[src/design/sft_pkg.sv]
// Shared types and constants for the sequence frontier tracker.
package sft_pkg;

   localparam int NUM_SOURCES = 16;
   localparam int WINDOW      = 64;
   localparam int SEQ_W       = 32;
   localparam int SOURCE_W    = 4;
   localparam int SRC_IDX_W   = (NUM_SOURCES > 1) ? $clog2(NUM_SOURCES) : 1;
   localparam int WIN_IDX_W   = (WINDOW > 1) ? $clog2(WINDOW) : 1;
   localparam int RUN_W       = $clog2(WINDOW + 1);

   typedef enum logic {
      CMD_OBSERVE = 1'b0,
      CMD_TRUST   = 1'b1
   } cmd_type;

   typedef struct packed {
      cmd_type             cmd;
      logic [SOURCE_W-1:0] source;
      logic [SEQ_W-1:0]    seq;
   } req_type;

   typedef struct packed {
      logic [SEQ_W-1:0] frontier_out;
      logic             advanced;
      logic             stale;
      logic             overflow;
   } rsp_type;

   typedef enum logic [1:0] {
      ST_IDLE,
      ST_CALC,
      ST_ADV,
      ST_DONE
   } state_type;

   typedef struct packed {
      logic load;
      logic calc;
      logic adv;
   } dp_cmd_type;

endpackage

[src/design/sequence_frontier_tracker.sv]
// Sequence frontier tracker top level: controller, datapath and checks.
//
// One word is handled at a time. After acceptance it passes through a table
// read with mark or trust update, then a trailing-ones advance with
// write-back; the result word is registered and held until taken. The next word
// is accepted in the cycle after the result is taken. Per-source state is in
// flip-flops cleared by reset; no warm-up is needed after reset.
module sequence_frontier_tracker (
   input  logic             clock,
   input  logic             reset,
   input  logic             req_valid,
   output logic             req_ready,
   input  sft_pkg::req_type req_word,
   output logic             rsp_valid,
   input  logic             rsp_ready,
   output sft_pkg::rsp_type rsp_word
);

   sft_pkg::dp_cmd_type dp_cmd;

   sft_ctrl u_ctrl (
      .clock     (clock),
      .reset     (reset),
      .req_valid (req_valid),
      .req_ready (req_ready),
      .rsp_valid (rsp_valid),
      .rsp_ready (rsp_ready),
      .dp_cmd    (dp_cmd)
   );

   sft_dp u_dp (
      .clock    (clock),
      .reset    (reset),
      .dp_cmd   (dp_cmd),
      .req_word (req_word),
      .rsp_word (rsp_word)
   );

   a_one_word: assert property (@(posedge clock) disable iff (reset)
      rsp_valid |-> !req_ready)
      else $error("input taken while result pending");

   a_accept_busy: assert property (@(posedge clock) disable iff (reset)
      (req_valid && req_ready) |=> !req_ready && !rsp_valid)
      else $error("controller did not go busy after accept");

   a_flags_excl: assert property (@(posedge clock) disable iff (reset)
      rsp_valid |-> !(rsp_word.stale && rsp_word.overflow))
      else $error("stale and overflow both set");

   a_no_adv_drop: assert property (@(posedge clock) disable iff (reset)
      (rsp_valid && (rsp_word.stale || rsp_word.overflow)) |-> !rsp_word.advanced)
      else $error("frontier advanced on dropped word");

endmodule

[src/design/sft_ctrl.sv]
// Controller: sequences one word through load, update and advance steps.
module sft_ctrl (
   input  logic                clock,
   input  logic                reset,
   input  logic                req_valid,
   output logic                req_ready,
   output logic                rsp_valid,
   input  logic                rsp_ready,
   output sft_pkg::dp_cmd_type dp_cmd
);

   sft_pkg::state_type state_ff, state_in;

   always_ff @(posedge clock) begin
      if (reset) begin
         state_ff <= sft_pkg::ST_IDLE;
      end else begin
         state_ff <= state_in;
      end
   end

   always_comb begin
      state_in    = state_ff;
      req_ready   = 1'b0;
      rsp_valid   = 1'b0;
      dp_cmd.load = 1'b0;
      dp_cmd.calc = 1'b0;
      dp_cmd.adv  = 1'b0;
      case (state_ff)
         sft_pkg::ST_IDLE: begin
            req_ready = 1'b1;
            if (req_valid) begin
               dp_cmd.load = 1'b1;
               state_in    = sft_pkg::ST_CALC;
            end
         end
         sft_pkg::ST_CALC: begin
            dp_cmd.calc = 1'b1;
            state_in    = sft_pkg::ST_ADV;
         end
         sft_pkg::ST_ADV: begin
            dp_cmd.adv = 1'b1;
            state_in   = sft_pkg::ST_DONE;
         end
         sft_pkg::ST_DONE: begin
            rsp_valid = 1'b1;
            if (rsp_ready) begin
               state_in = sft_pkg::ST_IDLE;
            end
         end
         default: begin
            state_in = sft_pkg::ST_IDLE;
         end
      endcase
   end

endmodule

[src/design/sft_dp.sv]
// Datapath: per-source frontier and pending bitmap tables, update and run advance.
module sft_dp (
   input  logic                clock,
   input  logic                reset,
   input  sft_pkg::dp_cmd_type dp_cmd,
   input  sft_pkg::req_type    req_word,
   output sft_pkg::rsp_type    rsp_word
);

   localparam logic [sft_pkg::SOURCE_W:0] SRC_LIMIT =
      sft_pkg::NUM_SOURCES[sft_pkg::SOURCE_W:0];
   localparam logic [sft_pkg::SEQ_W:0] WIN_LIMIT = (sft_pkg::SEQ_W + 1)'(sft_pkg::WINDOW);

   logic [sft_pkg::SEQ_W-1:0]  frontier_ff [sft_pkg::NUM_SOURCES];
   logic [sft_pkg::WINDOW-1:0] bitmap_ff   [sft_pkg::NUM_SOURCES];

   sft_pkg::req_type           req_ff;
   logic [sft_pkg::SEQ_W-1:0]  before_ff;
   logic [sft_pkg::SEQ_W-1:0]  f1_ff, f1_in;
   logic [sft_pkg::WINDOW-1:0] m1_ff, m1_in;
   logic                       stale_ff, stale_in;
   logic                       ovf_ff, ovf_in;
   sft_pkg::rsp_type           rsp_ff, rsp_in;

   logic [sft_pkg::SRC_IDX_W-1:0] idx;
   logic                          src_ok;
   logic [sft_pkg::SEQ_W-1:0]     cur_f;
   logic [sft_pkg::WINDOW-1:0]    cur_m;
   logic [sft_pkg::SEQ_W:0]       diff;
   logic [sft_pkg::SEQ_W:0]       offset;
   logic                          above;

   logic [sft_pkg::RUN_W-1:0]     run;
   logic [sft_pkg::WINDOW-1:0]    m2;
   logic [sft_pkg::SEQ_W:0]       sum;
   logic [sft_pkg::SEQ_W-1:0]     f2;

   assign idx    = req_ff.source[sft_pkg::SRC_IDX_W-1:0];
   assign src_ok = {1'b0, req_ff.source} < SRC_LIMIT;
   assign cur_f  = frontier_ff[idx];
   assign cur_m  = bitmap_ff[idx];

   // Step one: mark or trust.
   always_comb begin
      diff     = {1'b0, req_ff.seq} - {1'b0, cur_f};
      offset   = diff - {{sft_pkg::SEQ_W{1'b0}}, 1'b1};
      above    = req_ff.seq > cur_f;
      f1_in    = cur_f;
      m1_in    = cur_m;
      stale_in = 1'b0;
      ovf_in   = 1'b0;
      if (req_ff.cmd == sft_pkg::CMD_OBSERVE) begin
         if (req_ff.seq == '0 || !above) begin
            stale_in = 1'b1;
         end else if (offset >= WIN_LIMIT) begin
            ovf_in = 1'b1;
         end else begin
            m1_in = cur_m | (sft_pkg::WINDOW'(1) << offset[sft_pkg::WIN_IDX_W-1:0]);
         end
      end else if (req_ff.seq != '0 && above) begin
         f1_in = req_ff.seq;
         if (diff >= WIN_LIMIT) begin
            m1_in = '0;
         end else begin
            m1_in = cur_m >> diff[sft_pkg::WIN_IDX_W-1:0];
         end
      end
   end

   // Step two: trailing-ones run, shift and saturating frontier add.
   always_comb begin
      run = sft_pkg::RUN_W'(sft_pkg::WINDOW);
      for (int i = sft_pkg::WINDOW - 1; i >= 0; i--) begin
         if (!m1_ff[i]) begin
            run = sft_pkg::RUN_W'(i);
         end
      end
      if (run == sft_pkg::RUN_W'(sft_pkg::WINDOW)) begin
         m2 = '0;
      end else begin
         m2 = m1_ff >> run;
      end
      sum = {1'b0, f1_ff} + {{(sft_pkg::SEQ_W + 1 - sft_pkg::RUN_W){1'b0}}, run};
      f2  = sum[sft_pkg::SEQ_W] ? {sft_pkg::SEQ_W{1'b1}} : sum[sft_pkg::SEQ_W-1:0];
      rsp_in = '0;
      if (src_ok) begin
         rsp_in.frontier_out = f2;
         rsp_in.advanced     = f2 != before_ff;
         rsp_in.stale        = stale_ff;
         rsp_in.overflow     = ovf_ff;
      end
   end

   always_ff @(posedge clock) begin
      if (dp_cmd.load) begin
         req_ff <= req_word;
      end
      if (dp_cmd.calc) begin
         before_ff <= cur_f;
         f1_ff     <= f1_in;
         m1_ff     <= m1_in;
         stale_ff  <= stale_in;
         ovf_ff    <= ovf_in;
      end
      if (dp_cmd.adv) begin
         rsp_ff <= rsp_in;
      end
   end

   always_ff @(posedge clock) begin
      if (reset) begin
         for (int i = 0; i < sft_pkg::NUM_SOURCES; i++) begin
            frontier_ff[i] <= '0;
            bitmap_ff[i]   <= '0;
         end
      end else if (dp_cmd.adv && src_ok) begin
         frontier_ff[idx] <= f2;
         bitmap_ff[idx]   <= m2;
      end
   end

   assign rsp_word = rsp_ff;

endmodule

[config.mk]
export PLATFORM = sky130hd
export DESIGN_NAME = sequence_frontier_tracker
export DESIGN_NICKNAME = d
export VERILOG_FILES = /design/src/design/sft_pkg.sv /design/src/design/sequence_frontier_tracker.sv /design/src/design/sft_ctrl.sv /design/src/design/sft_dp.sv
export SDC_FILE = /design/constraint.sdc
export NUM_CORES = 2
export LEC_CHECK = 0
export BUFFER_PORTS_ARGS = -buffer_cell sky130_fd_sc_hd__buf_2
export CAP_MARGIN = 20
export CORE_MARGIN = 3
export CORE_UTILIZATION = 45
export CTS_CLUSTER_SIZE = 10
export DETAILED_ROUTE_END_ITERATION = 8
export GPL_TIMING_DRIVEN = 0
export HOLD_SLACK_MARGIN = 0.03
export PLACE_DENSITY = 0.6
export SYNTH_ARGS = -nofsm -noshare
export SYNTH_HDL_FRONTEND = slang
export SYNTH_SLANG_ARGS = --single-unit
[constraint.sdc]
create_clock -name clock -period 9.3 [get_ports clock]
set_input_delay 1.86 -clock clock [delete_from_list [all_inputs] [get_ports clock]]
set_output_delay 1.86 -clock clock [all_outputs]
set_load 0.01 [all_outputs]
==> summary.txt <==
Synthesis
  • Synth cell types: between 100 and 150
  • Dominant register cell in the synthesized netlist: edfxtp_1
  • Share of synthesized flip-flops with an asynchronous set or reset: 0%
  • Register area share after synthesis: between 50% and 60%
  • Cells after Synth: 6933
  • Top-area cell type share of the netlist area: a little under 60%
  • Syn Area/Cell: between 10 and 15 sq um
  • Top post-synthesis cells by area: edfxtp_1, mux4_2, nor2_1
  • Commonest cells post-synth: edfxtp_1, nor2_1, clkbuf_1
  • Netlist area before placement: roughly 87000 sq um
  • EDFF count, synth: approximately 1700
  • Most repeated cell in the gate-level netlist after synthesis: edfxtp_1
  • Yosys top cell by area: edfxtp_1
  • Synthesis Warnings: 0
  • Flop and latch count out of synthesis: between 1500 and 2000

STA
  • Final setup vio count: 25
  • Slew at the pin closest to its max-slew limit: roughly 1.5 ns
  • Final worst setup slack: -0.308 ns
  • Number of max-slew violations in the final report: 3
  • Crit share post-route: 103%
  • Max frequency: 104 MHz
  • Period minus WS final: around 9.6 ns
  • Setup repair after global routing missed its margin: no
  • Final clock skew: approximately 0.11 ns
  • Hold Violations, Final: 0
  • Relative slew slack: -2.32%

Setup path
  • Capturing element type of the critical path: flip-flop
  • Setup crit start kind: flip-flop
  • Crit path required time: 9.79 ns
  • Data arrival time at the worst-slack endpoint: 10.10 ns
  • Critical path type: flip-flop to flip-flop
  • Crit-path max FO: 10
  • Reg2reg path depth: 20
  • Internal reg-to-reg setup slack: -0.31 ns
  • Endpoint of the worst register-to-register path: u_dp.m1_ff[0]$_DFFE_PN_

Route
  • Antenna-violating nets left: 0
  • WL/cell: roughly 40 um
  • First-pass iteration count of the detailed router: 7
  • Drt via density: approximately 7
  • Vias after detailed routing: around 68000
  • Aggregate routed wire length: ~400000 um
  • # DRC: 0
  • Initial DRC count: 11725

Status
  • Failing checks: max-slew violations, negative setup slack
  • Result of the run: finished, violations left

Global route
  • Largest net degree at the start of global routing: between 60 and 70
  • Global routing usage summed across all routing layers: around two fifths
  • First-pass GRT wire length: roughly 530000 um
  • Final global-route overflow total: 0
  • Initial antenna violation count: 18
  • Number of global-route vias before repair: 64423

Finish
  • Synthesis-to-finish area growth: 13.5%
  • Share of layout cells above drive strength 1: roughly 17%
  • Share of the core filled with cells in the final layout: about 51%
  • Fill count: around 17000
  • Layout net count: about 7400
  • Non-filler instance count after layout: between 9000 and 10000

Min path
  • Destination of the worst hold path: u_dp.rsp_word[1]$_DFFE_PP_
  • Hold path startpoint: u_dp.stale_ff$_SDFFCE_PP0N_
  • Number of cells traversed by the worst hold path: 0
  • Min-delay worst type: flip-flop to flip-flop

Floorplanning
  • Die span in y: roughly 450 um
  • Number of placed I/O pins: 78
  • Number of core rows: 161
  • Area of the die: approximately 200000 sq um
  • Effective utilization at floorplan: between 40% and 50%
  • Total core area: between 150000 and 200000 sq um
  • Die X: about 450 um

Placed design
  • Sum of net half-perimeters after detailed placement: between 200000 and 300000 um
  • Number of instances in the placed design: ~9700
  • Final GP Congestion: slightly above 1
  • Pre-CTS setup slack: -3.55 ns
  • Number of buffer cells added on primary ports: 76

Clock network
  • Root buf cell: clkbuf_16
  • Clock net sink count: 1744
  • Max Buffers Root-to-Sink: 3
  • Clock tree from TritonCTS: built
  • Worst-path clk slew: ~0.05 ns
  • Worst-skew pair later-pin latency: around 0.89 ns
  • # H-tree levels: 4
  • Clock buffers created by TritonCTS: approximately 200
  • Number of hold-repair buffers added at the cts stage: 0

Flow run
  • Max-cap viol count: 0
[cell usage in the layout, fill, tap and decap left out, types with 185 or more instances in the layout]
cell          n
clkbuf_16   202
o21ai_0     188
mux4_2      393
mux2i_1     270
clkbuf_1    404
a21oi_1     185
nor2_1     1687
nand2_1     311
buf_2       192
edfxtp_1   1738
[through the flow]
stage                     TNS (ns)  hold slack (ns)  cell area, sq um
after floorplan                  0            0.400             87500
after global placement    -1333.80            0.403             91100
after detailed placement   -215.66            0.405             93200
after CTS                        0            0.418             99000
after global routing             0            0.435             99200
final                        -3.34            0.417             99300
[repair_timing]
action                                  4_1_cts  5_1_grt
pin swaps                                     6        1
gates resized for setup                      74       40
endpoints found under the setup margin       97       48
endpoints found under the hold margin         0        0
buffers inserted                             11        1
[worst max-delay path, stage by stage (launching register included)]
cell	delay (ns)
dfxtp_1	0.51
clkbuf_1	0.56
clkbuf_2	0.56
clkbuf_2	0.55
clkbuf_1	0.53
buf_8	0.26
clkdlybuf4s15_2	0.66
mux4_2	0.59
ha_2	0.60
buf_2	0.37
clkbuf_2	0.49
clkbuf_2	0.52
a21oi_1	0.08
a31oi_1	0.83
mux2_2	0.35
o221ai_1	0.33
a221oi_1	0.56
mux2_2	0.27
nand2_1	0.06
a31oi_1	0.27
o21ai_0	0.21
[flip-flops by register name (all words and copies together), names as in the netlist, 4 cells and up, named ones only]
signal	count
u_dp.before_ff	32
u_dp.bitmap_ff	1024
u_dp.f1_ff	32
u_dp.frontier_ff	512
u_dp.idx	4
u_dp.m1_ff	64
u_dp.req_ff	33
u_dp.rsp_word	35
[worst max-delay path by stage]
stage | start | endpoint | slack, ns | depth (start not counted)
2_1_floorplan | flip-flop | u_dp.m1_ff[15]$_DFFE_PN_ | 2.33 | 24
3_3_place_gp | flip-flop | u_dp.m1_ff[4]$_DFFE_PN_ | -3.58 | 24
3_5_place_dp | flip-flop | u_dp.m1_ff[5]$_DFFE_PN_ | -3.55 | 23
4_1_cts | flip-flop | u_dp.m1_ff[4]$_DFFE_PN_ | 0.002 | 25
6_report | flip-flop | u_dp.m1_ff[0]$_DFFE_PN_ | -0.31 | 20
5_1_grt | flip-flop | u_dp.m1_ff[3]$_DFFE_PN_ | 0.02 | 21
[area by class of cell]
class                   count  area (sq um)  area share (%)
flip-flops and latches   1744         52300            52.7
multi-input cells        4519         32700            32.9
clock buffers             249          5240            5.28
well taps                2526          3160            3.18
plain buffers             562          2550            2.57
repair buffers            211          2510            2.53
inverters                 119           450           0.454
clock inverters            23           330           0.333
diodes                     11          27.5          0.0277
[routing by layer]
metal | track usage [%] | vias up | wire (um)
li1 | - | 26992 | -
met1 | 52.6 | 34785 | 147000
met2 | 55.1 | 5604 | 165000
met3 | 15.5 | 1053 | 60500
met4 | 18.6 | 12 | 23200
met5 | 0 | - | 155
[kinds of logic (layout without fill, tap and decap cells)]
family	Yosys count	in the layout	synth area share [%]
AO/OA/AOI/OAI	1102	1102	8.82
XOR/XNOR	67	67	0.671
adder cells (fa/ha/maj)	45	45	0.661
buffers and inverters	685	1164	3.28
flip-flops	1744	1744	59.8
multiplexers	752	752	14.4
other	1	27	0.00429
AND/OR/NAND/NOR	2537	2537	12.3
Power is not shown: default switching activity piles up to over one toggle a cycle in this logic, so the estimate is an artifact.
